===== config.mk =====
export PLATFORM = sky130hd
export DESIGN_NAME = cmos_rtc_to_unix_seconds
export DESIGN_NICKNAME = d
export VERILOG_FILES = /design/src/rtl/crtc_pkg.sv /design/src/rtl/crtc_field_dec.sv /design/src/rtl/crtc_day_count.sv /design/src/rtl/crtc_sec_total.sv /design/src/rtl/cmos_rtc_to_unix_seconds.sv
export SDC_FILE = /design/constraint.sdc
export NUM_CORES = 1
export LEC_CHECK = 0
export BUFFER_PORTS_ARGS = -buffer_cell sky130_fd_sc_hd__buf_2
export CORE_MARGIN = 8
export CORE_UTILIZATION = 65
export CTS_CLUSTER_DIAMETER = 30
export CTS_CLUSTER_SIZE = 28
export DETAILED_ROUTE_END_ITERATION = 8
export GPL_TIMING_DRIVEN = 0
export PLACE_DENSITY = 0.91
export SLEW_MARGIN = 20
export SYNTH_ARGS = -nofsm -noshare
export SYNTH_HDL_FRONTEND = slang
export SYNTH_SLANG_ARGS = --single-unit

===== constraint.sdc =====
create_clock -name i_clk -period 8.3 [get_ports i_clk]
set_input_delay 0.83 -clock i_clk [delete_from_list [all_inputs] [get_ports i_clk]]
set_output_delay 0.83 -clock i_clk [all_outputs]
set_load 0.01 [all_outputs]

===== src/rtl/crtc_pkg.sv =====
package crtc_pkg;

    localparam int FIELD_W   = 8;
    localparam int STAGES    = 6;
    localparam int DAYS_W    = 20;
    localparam int CFG_IDX_W = 2;
    localparam int SEC_W     = 32;

    localparam logic [CFG_IDX_W-1:0] REG_BINARY_MODE  = 2'd0;
    localparam logic [CFG_IDX_W-1:0] REG_HOUR_24_MODE = 2'd1;

    localparam logic [1:0] CLAMP_NONE = 2'd0;
    localparam logic [1:0] CLAMP_ZERO = 2'd1;
    localparam logic [1:0] CLAMP_MAX  = 2'd2;

    typedef logic [STAGES-1:0] t_stage_en;

    typedef struct packed {
        logic [FIELD_W-1:0] sec;
        logic [FIELD_W-1:0] min;
        logic [FIELD_W-1:0] hour;
        logic [FIELD_W-1:0] day;
        logic [FIELD_W-1:0] month;
        logic [FIELD_W-1:0] year;
        logic [FIELD_W-1:0] century;
    } t_fields;

endpackage


===== src/rtl/crtc_field_dec.sv =====
module crtc_field_dec (
    input  logic              i_clk,
    input  logic              i_en,
    input  logic              i_binary_mode,
    input  logic              i_hour_24_mode,
    input  crtc_pkg::t_fields i_fields,
    output crtc_pkg::t_fields o_fields
);
    import crtc_pkg::*;

    function automatic logic [FIELD_W-1:0] bcd_dec(input logic [FIELD_W-1:0] v);
        logic [FIELD_W-1:0] hi;
        hi = {4'b0, v[7:4]};
        return {4'b0, v[3:0]} + (hi << 3) + (hi << 1);
    endfunction

    function automatic logic [FIELD_W-1:0] conv(input logic [FIELD_W-1:0] v,
                                                input logic bin);
        return bin ? v : bcd_dec(v);
    endfunction

    t_fields            n_fields;
    t_fields            r_fields;
    logic [FIELD_W-1:0] hour_byte;
    logic [FIELD_W-1:0] hour_dec;
    logic               pm;

    always_comb begin
        // The PM flag comes off before the hour is decoded.
        pm        = !i_hour_24_mode && i_fields.hour[7];
        hour_byte = i_hour_24_mode ? i_fields.hour : {1'b0, i_fields.hour[6:0]};
        hour_dec  = conv(hour_byte, i_binary_mode);

        n_fields.sec     = conv(i_fields.sec, i_binary_mode);
        n_fields.min     = conv(i_fields.min, i_binary_mode);
        n_fields.day     = conv(i_fields.day, i_binary_mode);
        n_fields.month   = conv(i_fields.month, i_binary_mode);
        n_fields.year    = conv(i_fields.year, i_binary_mode);
        n_fields.century = conv(i_fields.century, i_binary_mode);
        n_fields.hour    = hour_dec;
        if (!i_hour_24_mode) begin
            if (pm && hour_dec < 8'd12) begin
                n_fields.hour = hour_dec + 8'd12;
            end else if (!pm && hour_dec == 8'd12) begin
                n_fields.hour = '0;
            end
        end
    end

    always_ff @(posedge i_clk) begin
        if (i_en) begin
            r_fields <= n_fields;
        end
    end

    assign o_fields = r_fields;

endmodule


===== src/rtl/crtc_day_count.sv =====
module crtc_day_count (
    input  logic                               i_clk,
    input  crtc_pkg::t_stage_en                i_en,
    input  crtc_pkg::t_fields                  i_fields,
    output logic signed [crtc_pkg::DAYS_W-1:0] o_days
);
    import crtc_pkg::*;

    localparam logic [15:0] RECIP5 = 16'd52429;
    localparam logic signed [DAYS_W-1:0] ERA4_OFS = -20'sd135080;
    localparam logic signed [DAYS_W-1:0] ERA5_OFS = 20'sd11017;

    // Stage 2: full year, March-based year and month.
    logic        mle2;
    logic [11:0] base_year;
    logic [11:0] cal_year;
    logic [7:0]  shifted;
    logic [11:0] n2_yadj;
    logic [15:0] n2_t153;
    logic [11:0] r2_yadj;
    logic [15:0] r2_t153;
    logic [7:0]  r2_day;

    always_comb begin
        mle2 = i_fields.month <= 8'd2;
        if (i_fields.century inside {[8'd19:8'd21]}) begin
            case (i_fields.century)
                8'd19:   base_year = 12'd1900;
                8'd20:   base_year = 12'd2000;
                default: base_year = 12'd2100;
            endcase
        end else if (i_fields.year < 8'd70) begin
            base_year = 12'd2000;
        end else begin
            base_year = 12'd1900;
        end
        cal_year = base_year + {4'b0, i_fields.year};
        n2_yadj  = cal_year - {11'b0, mle2};
        shifted  = mle2 ? i_fields.month + 8'd9 : i_fields.month - 8'd3;
        n2_t153  = {8'b0, shifted} * 16'd153 + 16'd2;
    end

    always_ff @(posedge i_clk) begin
        if (i_en[1]) begin
            r2_yadj <= n2_yadj;
            r2_t153 <= n2_t153;
            r2_day  <= i_fields.day;
        end
    end

    // Stage 3: era split and day of year; the divide by five is a reciprocal multiply.
    logic               era5;
    logic [11:0]        yoe_full;
    logic [31:0]        quot_prod;
    logic [12:0]        doy_q;
    logic signed [13:0] n3_doy;
    logic               r3_era5;
    logic [8:0]         r3_yoe;
    logic signed [13:0] r3_doy;

    always_comb begin
        era5      = r2_yadj >= 12'd2000;
        yoe_full  = r2_yadj - (era5 ? 12'd2000 : 12'd1600);
        quot_prod = {16'b0, r2_t153} * {16'b0, RECIP5};
        doy_q     = quot_prod[30:18];
        n3_doy    = $signed({1'b0, doy_q}) + $signed({6'b0, r2_day}) - 14'sd1;
    end

    always_ff @(posedge i_clk) begin
        if (i_en[2]) begin
            r3_era5 <= era5;
            r3_yoe  <= yoe_full[8:0];
            r3_doy  <= n3_doy;
        end
    end

    // Stage 4: day of era, then days relative to 1970-01-01.
    logic [17:0]              yoe365;
    logic [1:0]               cent;
    logic signed [DAYS_W-1:0] doe;
    logic signed [DAYS_W-1:0] n4_days;
    logic signed [DAYS_W-1:0] r4_days;

    always_comb begin
        yoe365 = {9'b0, r3_yoe} * 18'd365;
        if (r3_yoe >= 9'd300) begin
            cent = 2'd3;
        end else if (r3_yoe >= 9'd200) begin
            cent = 2'd2;
        end else if (r3_yoe >= 9'd100) begin
            cent = 2'd1;
        end else begin
            cent = 2'd0;
        end
        doe = $signed({2'b0, yoe365}) + $signed({13'b0, r3_yoe[8:2]})
            - $signed({18'b0, cent}) + $signed({{6{r3_doy[13]}}, r3_doy});
        n4_days = doe + (r3_era5 ? ERA5_OFS : ERA4_OFS);
    end

    always_ff @(posedge i_clk) begin
        if (i_en[3]) begin
            r4_days <= n4_days;
        end
    end

    assign o_days = r4_days;

endmodule


===== src/rtl/crtc_sec_total.sv =====
module crtc_sec_total (
    input  logic                               i_clk,
    input  crtc_pkg::t_stage_en                i_en,
    input  crtc_pkg::t_fields                  i_fields,
    input  logic signed [crtc_pkg::DAYS_W-1:0] i_days,
    output logic [crtc_pkg::SEC_W-1:0]         o_epoch_secs,
    output logic [1:0]                         o_clamp_status
);
    import crtc_pkg::*;

    localparam int HMS_W = 20;
    localparam int TOT_W = 36;
    localparam int PRD_W = DAYS_W + 18;

    logic [HMS_W-1:0] n2_hms;
    logic [HMS_W-1:0] r2_hms;
    logic [HMS_W-1:0] r3_hms;
    logic [HMS_W-1:0] r4_hms;
    logic [HMS_W-1:0] r5_hms;

    assign n2_hms = {12'b0, i_fields.hour} * 20'd3600 + {12'b0, i_fields.min} * 20'd60
                  + {12'b0, i_fields.sec};

    // The time of day rides alongside the day count until the multiply is done.
    always_ff @(posedge i_clk) begin
        if (i_en[1]) begin
            r2_hms <= n2_hms;
        end
        if (i_en[2]) begin
            r3_hms <= r2_hms;
        end
        if (i_en[3]) begin
            r4_hms <= r3_hms;
        end
        if (i_en[4]) begin
            r5_hms <= r4_hms;
        end
    end

    logic signed [PRD_W-1:0] prod;
    logic signed [TOT_W-1:0] r5_prod;

    assign prod = $signed(i_days) * $signed(18'sd86400);

    always_ff @(posedge i_clk) begin
        if (i_en[4]) begin
            r5_prod <= prod[TOT_W-1:0];
        end
    end

    logic signed [TOT_W-1:0] total;
    logic [SEC_W-1:0]        n6_secs;
    logic [1:0]              n6_status;
    logic [SEC_W-1:0]        r6_secs;
    logic [1:0]              r6_status;

    always_comb begin
        total = r5_prod + $signed({{(TOT_W-HMS_W){1'b0}}, r5_hms});
        if (total[TOT_W-1]) begin
            n6_secs   = '0;
            n6_status = CLAMP_ZERO;
        end else if (|total[TOT_W-2:SEC_W]) begin
            n6_secs   = '1;
            n6_status = CLAMP_MAX;
        end else begin
            n6_secs   = total[SEC_W-1:0];
            n6_status = CLAMP_NONE;
        end
    end

    always_ff @(posedge i_clk) begin
        if (i_en[5]) begin
            r6_secs   <= n6_secs;
            r6_status <= n6_status;
        end
    end

    assign o_epoch_secs   = r6_secs;
    assign o_clamp_status = r6_status;

endmodule


===== src/rtl/cmos_rtc_to_unix_seconds.sv =====
// The result passes through six register stages on its way from the edge that
// accepts the input transfer to o_valid.
// Throughput: one item per cycle while i_stall is low, with no gap needed between transfers.
// A stall on the output holds only the full stages behind it; bubbles still fill.
// Reset clears all valid bits and sets binary_mode to 0 and hour_24_mode to 1.
module cmos_rtc_to_unix_seconds (
    input  logic                             i_clk,
    input  logic                             i_rst_n,
    input  logic                             i_valid,
    output logic                             o_stall,
    input  logic [7:0]                       i_seconds_raw,
    input  logic [7:0]                       i_minutes_raw,
    input  logic [7:0]                       i_hours_raw,
    input  logic [7:0]                       i_day_raw,
    input  logic [7:0]                       i_month_raw,
    input  logic [7:0]                       i_year_raw,
    input  logic [7:0]                       i_century_raw,
    output logic                             o_valid,
    input  logic                             i_stall,
    output logic [31:0]                      o_epoch_secs,
    output logic [1:0]                       o_clamp_status,
    input  logic                             i_cfg_valid,
    output logic                             o_cfg_ready,
    input  logic [crtc_pkg::CFG_IDX_W-1:0]   i_cfg_index,
    input  logic                             i_cfg_data
);
    import crtc_pkg::*;

    logic      r_binary_mode;
    logic      r_hour_24_mode;
    t_stage_en r_valid;
    t_stage_en stage_en;
    t_fields   in_fields;
    t_fields   s1_fields;
    logic signed [DAYS_W-1:0] s4_days;

    assign o_cfg_ready = 1'b1;

    always_ff @(posedge i_clk) begin
        if (!i_rst_n) begin
            r_binary_mode  <= 1'b0;
            r_hour_24_mode <= 1'b1;
        end else if (i_cfg_valid && o_cfg_ready) begin
            case (i_cfg_index)
                REG_BINARY_MODE:  r_binary_mode  <= i_cfg_data;
                REG_HOUR_24_MODE: r_hour_24_mode <= i_cfg_data;
                default: ;
            endcase
        end
    end

    // A stage may load when it is empty or when the stage after it moves on.
    always_comb begin
        stage_en[STAGES-1] = !r_valid[STAGES-1] || !i_stall;
        for (int k = STAGES - 2; k >= 0; k--) begin
            stage_en[k] = !r_valid[k] || stage_en[k+1];
        end
    end

    assign o_stall = !stage_en[0];
    assign o_valid = r_valid[STAGES-1];

    always_ff @(posedge i_clk) begin
        if (!i_rst_n) begin
            r_valid <= '0;
        end else begin
            if (stage_en[0]) begin
                r_valid[0] <= i_valid;
            end
            for (int k = 1; k < STAGES; k++) begin
                if (stage_en[k]) begin
                    r_valid[k] <= r_valid[k-1];
                end
            end
        end
    end

    assign in_fields.sec     = i_seconds_raw;
    assign in_fields.min     = i_minutes_raw;
    assign in_fields.hour    = i_hours_raw;
    assign in_fields.day     = i_day_raw;
    assign in_fields.month   = i_month_raw;
    assign in_fields.year    = i_year_raw;
    assign in_fields.century = i_century_raw;

    crtc_field_dec u_field_dec (
        .i_clk          (i_clk),
        .i_en           (stage_en[0]),
        .i_binary_mode  (r_binary_mode),
        .i_hour_24_mode (r_hour_24_mode),
        .i_fields       (in_fields),
        .o_fields       (s1_fields)
    );

    crtc_day_count u_day_count (
        .i_clk    (i_clk),
        .i_en     (stage_en),
        .i_fields (s1_fields),
        .o_days   (s4_days)
    );

    crtc_sec_total u_sec_total (
        .i_clk          (i_clk),
        .i_en           (stage_en),
        .i_fields       (s1_fields),
        .i_days         (s4_days),
        .o_epoch_secs   (o_epoch_secs),
        .o_clamp_status (o_clamp_status)
    );

    a_clamp_zero: assert property (@(posedge i_clk) disable iff (!i_rst_n)
        o_valid && o_clamp_status == CLAMP_ZERO |-> o_epoch_secs == 32'd0)
        else $error("clamp to zero with nonzero seconds");

    a_clamp_max: assert property (@(posedge i_clk) disable iff (!i_rst_n)
        o_valid && o_clamp_status == CLAMP_MAX |-> o_epoch_secs == 32'hFFFF_FFFF)
        else $error("clamp to maximum with wrong seconds");

    a_status_code: assert property (@(posedge i_clk) disable iff (!i_rst_n)
        o_valid |-> o_clamp_status == CLAMP_NONE || o_clamp_status == CLAMP_ZERO
                    || o_clamp_status == CLAMP_MAX)
        else $error("undefined clamp status");

    a_no_stall_when_drained: assert property (@(posedge i_clk) disable iff (!i_rst_n)
        !r_valid[STAGES-1] |-> !o_stall)
        else $error("input stalled while the output stage is empty");

endmodule


After elaboration in Yosys (flattened, before gate mapping)
Cells that the tools add are included.
{"block": "word_totals", "word_cells": 124, "input_bits": 64, "reg_bits": 287}
{"block": "classes", "n_reduce_logical": 24, "n_addsub": 30, "n_eq_ne": 4, "mux": 22, "n_mul": 6, "order_cmp": 9}
{"operator": "two-way mux 8 bit", "n": 13}
{"operator": "adder 4 x 7 -> 8 bit", "n": 7}
{"operator": "adder 8 x 5 -> 8 bit", "n": 7}
{"operator": "adder 20 x 14 -> 20 bit", "n": 2}
{"operator": "adder 36 x 21 -> 36 bit", "n": 1}
{"operator": "multiplier 8 x 8 -> 16 bit, second input constant", "n": 2}
{"operator": "two-way mux 32 bit", "n": 1}
{"operator": "multiplier 16 x 16 -> 31 bit, second input constant", "n": 1}
{"operator": "multiplier 20 x 11 -> 29 bit, second input constant", "n": 1}
{"operator": "one-hot mux 12 bit (2 select lines)", "n": 1}
{"operator": "adder 20 bit", "n": 1}
{"operator": "adder 20 x 8 -> 20 bit", "n": 1}
{"operator": "two-way mux 20 bit", "n": 1}
{"operator": "subtractor 20 x 3 -> 20 bit", "n": 1}
{"operator": "adder 18 x 7 -> 19 bit", "n": 1}
{"operator": "multiplier 9 x 9 -> 18 bit, second input constant", "n": 1}
{"operator": "adder 16 x 2 -> 16 bit, second input constant", "n": 1}
{"operator": "adder 8 x 4 -> 8 bit, second input constant", "n": 2}
{"operator": "== test 8 x 5 -> 1 bit, second input constant", "n": 2}
{"operator": "adder 13 x 8 -> 14 bit", "n": 1}
{"operator": "subtractor 14 x 2 -> 14 bit, second input constant", "n": 1}
{"operator": "adder 12 x 8 -> 12 bit", "n": 1}
{"operator": ">= comparator 12 x 11 -> 1 bit, second input constant", "n": 1}
{"operator": "multiplier 8 x 4 -> 12 bit, second input constant", "n": 1}
{"operator": "other kinds (23)", "n": 43}

Longest topological paths before layout
{"block": "logic_depth", "ltp_word": 9, "mapped_depth": 33, "ltp_nobuf": 33}

Cells and area by module
A second synthesis with hierarchy kept.
{"block": "hier_totals", "hier_cells": 2609, "area_unflattened_um2": 28349.7}
{"mod": "crtc_day_count", "area_per_inst_um2": 12818.5, "seq_area_each_um2": 2402.3, "cells_each": 1286, "n_inst": 1}
{"mod": "crtc_sec_total", "area_per_inst_um2": 11532.3, "seq_area_each_um2": 4294.1, "cells_each": 1006, "n_inst": 1}
{"mod": "crtc_field_dec", "area_per_inst_um2": 3657.3, "seq_area_each_um2": 1681.6, "cells_each": 280, "n_inst": 1}
{"mod": "cmos_rtc_to_unix_seconds", "area_per_inst_um2": 341.6, "seq_area_each_um2": 160.2, "cells_each": 37, "n_inst": 1}

Least setup slack after synthesis
OpenSTA, ideal clock, no wires.
{"block": "synth_timing", "path_kind": "reg-to-reg", "start": "register u_day_count.r2_t153[4]", "end": "register u_day_count.r3_doy[13], data pin", "arrival_ns": 6.914, "setup_slack_ns": 1.123, "stages_incl_launch_ff": 30, "n_path_buf": 0, "period_less_slack_ns": 7.177, "cell_sequence": "edfxtp_1 -> ha_1 -> fa_1 -> inv_1 -> fa_1 -> fa_1 -> inv_1 -> fa_1 -> inv_1 -> fa_1 -> inv_1 -> ha_1 -> nand3_1 -> nor3_1 -> a31o_2 -> nor2_2 -> nand2b_1 -> and2_1 -> o21a_1 -> or2_1 -> ha_1 -> inv_1 -> ha_1 -> a21boi_0 -> o21ai_0 -> a211oi_1 -> o21ai_0 -> a22oi_1 -> a41oi_1 -> xnor2_1"}
{"block": "synth_between", "elab_chain_cells": 3}
{"item": "start: declaration", "line_no": "crtc_day_count.sv:21", "rtl": "logic [15:0] r2_t153;"}
{"item": "start signal: assignment", "line_no": "crtc_day_count.sv:46", "rtl": "r2_t153 <= n2_t153;"}
{"item": "multiplier 16 x 16 -> 31 bit", "line_no": "crtc_day_count.sv:64", "rtl": "quot_prod = {16'b0, r2_t153} * {16'b0, RECIP5};"}
{"item": "adder 13 x 8 -> 14 bit", "line_no": "crtc_day_count.sv:66", "rtl": "n3_doy = $signed({1'b0, doy_q}) + $signed({6'b0, r2_day}) - 14'sd1;"}
{"item": "subtractor 14 x 2 -> 14 bit", "line_no": "crtc_day_count.sv:66"}
{"item": "net u_day_count.n3_doy[13]", "line_no": "crtc_day_count.sv:56", "rtl": "logic signed [13:0] n3_doy;"}
{"item": "end signal: assignment", "line_no": "crtc_day_count.sv:73", "rtl": "r3_doy <= n3_doy;"}
{"item": "end: declaration", "line_no": "crtc_day_count.sv:59", "rtl": "logic signed [13:0] r3_doy;"}
The timed path passes the listed nets, and every way through them passes these cells.
A chain may end at the register's enable or synchronous reset.

Worst setup path after layout
{"block": "layout_timing", "start": "register u_day_count.r2_t153[7]", "end": "register u_day_count.r3_doy[13], data pin"}
The elaborated chain is that of the path after synthesis.

==> impl_metrics.env <==
export IMPL_critPathSlowestCell="edfxtp_1"
export IMPL_ys_ff_latch=287
export IMPL_drc=0
export IMPL_synth_top_area_share_pct=29.7
export IMPL_vias=19400
export IMPL_cpPeakStageDelay_ns=0.55
export IMPL_skew_ns=0.0531
export IMPL_max_slew_margin_pct=46.3
export IMPL_yosysUniqueCellTypes=80
export IMPL_dp_cells=3284
export IMPL_mostFrequentLayoutCells="inv_1 (610), ha_1 (538), edfxtp_1 (279)"
export IMPL_clk_latency_ns=0.63
export IMPL_htree_levels=2
export IMPL_diodes=0
export IMPL_synth_area_um2=28200
export IMPL_port_buffers=99
export IMPL_grt_pass1_vias=21000
export IMPL_crit_required_ns=8.67
export IMPL_post_route_cells_drive_above_1_share_pct=9.59
export IMPL_layout_commonest_cell="inv_1"
export IMPL_cts_tree="yes"
export IMPL_layout_nets=3585
export IMPL_grt_pass1_wl_mm=102
export IMPL_max_clock_path_buffers=3
export IMPL_die_h_um=224
export IMPL_ant_nets=0
export IMPL_core_um2=43000
export IMPL_overflow=0
export IMPL_min_path_type="input pin to register"
export IMPL_path_clk_slew_ns=0.05
export IMPL_cap_violations=0
export IMPL_rows=76
export IMPL_min_period_ns=7.96
export IMPL_post_route_period_util_pct=95.9
export IMPL_rsz0062_at_grt="true"
export IMPL_cts_made_buffers=56
export IMPL_syn2layout_area_growth_pct=12.1
export IMPL_syn_avg_cell_area_um2=10.9
export IMPL_outcome="complete, no violations"
export IMPL_worstMarginPinSlew_ns=0.802
export IMPL_dp_hpwl_mm=46.6
export IMPL_arrival_ns=8.33
export IMPL_synth_async_sr_flop_share_pct=0
export IMPL_grt_max_degree=57
export IMPL_final_util_pct=73.5
export IMPL_stdcell_count=3391
export IMPL_crit_path_end_kind="register"
export IMPL_drt_iter0_drc=1284
export IMPL_vias_per_cell=5.71
export IMPL_path_class="register to register"
export IMPL_wl_per_cell_um=18.1
export IMPL_hold_violations=0
export IMPL_synth_edf_count=279
export IMPL_yosys_top_cells_area="edfxtp_1 (30%), ha_1 (24%), fa_1 (16%), inv_1 (8.1%), xnor2_1 (3.8%)"
export IMPL_synth_area_leader_cell="edfxtp_1"
export IMPL_die_w_um=224
export IMPL_root_buffer="clkbuf_16"
export IMPL_critPathMaxFanout=5
export IMPL_antenna_found_initial=0
export IMPL_gp_congestion=0.918
export IMPL_syn_inst=2596
export IMPL_dr_pass1_iters=5
export IMPL_ys_seq_area_share_pct=30.3
export IMPL_drt_total_wl_mm=61.4
export IMPL_yosys_warnings=0
export IMPL_ys_dominant_reg_cell="edfxtp_1"
export IMPL_grt_usage_pct=24.7
export IMPL_slew_viol_final=0
export IMPL_start_kind="register"
export IMPL_ctsHoldBuffers=0
export IMPL_ios=101
export IMPL_synth_net_count=3422
export IMPL_setup_viol=0
export IMPL_clock_sinks=287
export IMPL_fp_dieArea_um2=50300
export IMPL_start_util_pct=65.6
export IMPL_fmax_mhz=126
[path summary, 6_finish.rpt]
path                            slack (ns)  cells past startpoint                            endpoint                        startpoint
worst max-delay path                  0.34                     31    u_day_count.r3_doy[13]$_DFFE_PP_  u_day_count.r2_t153[7]$_DFFE_PP_
worst min-delay path                  0.38                      1  u_field_dec.o_fields[48]$_DFFE_PN_                  i_seconds_raw[0]
worst max register to register        0.34                     31    u_day_count.r3_doy[13]$_DFFE_PP_  u_day_count.r2_t153[7]$_DFFE_PP_
worst min register to register        0.38                      0     u_sec_total.r3_hms[5]$_DFFE_PP_   u_sec_total.r2_hms[5]$_DFFE_PP_
[sequential cells by signal, indices dropped and copies added (netlist names)]
register	count
u_sec_total.o_clamp_status	2
u_day_count.r3_era5	1
u_day_count.r2_yadj	12
u_sec_total.r5_hms	20
u_sec_total.r5_prod	29
u_day_count.r3_yoe	9
u_day_count.o_days	20
u_day_count.r2_t153	16
r_binary_mode	1
u_field_dec.o_fields	56
u_day_count.r3_doy	14
u_sec_total.r2_hms	20
r_hour_24_mode	1
u_sec_total.r4_hms	20
u_sec_total.r3_hms	20
r_valid	6
u_day_count.r2_day	8
u_sec_total.o_epoch_secs	32
[area by class of cell]
class	instances	area, um2
Tap cell	585	732
Buffer	16	97.6
Inverter	612	2300
Clock inverter	41	562
Multi-Input combinational cell	1681	17300
Timing Repair Buffer	105	598
Sequential cell	287	8540
Fill cell	2629	11400
Clock buffer	64	1460
[cells in the mapped netlist (all sizes together), types with 7 or more instances]
cell    instances
dfxtp           8
and2            7
xor2           64
a21oi         141
o21ai          76
buf             7
fa            222
xnor2         123
nor2b          23
nor2           71
edfxtp        279
a21o           48
a21boi          7
ha            540
nand2          74
or3             7
o21bai         32
and3           15
a211oi         11
a31oi           9
inv           612
clkbuf          9
o21a           13
mux2           19
nand3          30
nor3           27
nand2b         21
[kinds of logic after synthesis]
kind of cell | Yosys count | share of synthesized area, %
AOI/OAI and AO/OA | 398 | 9.21
xor gates and xnor gates | 187 | 5.83
adders and majority gates | 762 | 39.7
buffers and inverters | 628 | 8.49
DFF | 287 | 30.3
muxes | 25 | 0.972
other | 1 | 0.0133
and+or+nand+nor | 308 | 5.50
[critical path, delay by kind of cell, from the launching register on]
kind | cells | cell delay [ns]
AO/OA/AOI/OAI | 12 | 2.14
XOR/XNOR | 2 | 0.28
adder cells (fa/ha/maj) | 9 | 3.97
buffers and inverters | 5 | 0.30
flip-flops | 1 | 0.55
AND/OR/NAND/NOR | 3 | 0.47
[routing by layer]
| metal | vias to the layer above | global-route usage [%] | wire [um] |
|---|---|---|---|
| li1 | 9064 | - | - |
| met1 | 9478 | 28.7 | 24500 |
| met2 | 658 | 44.9 | 31700 |
| met3 | 177 | 3.95 | 3100 |
| met4 | 0 | 10.0 | 2100 |
| met5 | - | 0 | 0 |
[per-stage QoR]
stage               hold slack, ns  setup TNS (ns)  cell area (um2)  setup WS [ns]
floorplan                    0.400               0            28200           1.12
global placement             0.402               0            29400          0.314
detailed placement           0.405               0            29500         0.0618
CTS                          0.345               0            31600         0.0841
global route                 0.352         -0.0170            31600        -0.0170
finish                       0.381               0            31600          0.341
[repair_timing]
item                       in CTS  in global routing
buffers inserted                0                  2
setup endpoints to repair       0                  4
gates resized for setup         0                  7
Power is not shown: default switching activity piles up to over one toggle a cycle in this logic, so the estimate is an artifact.
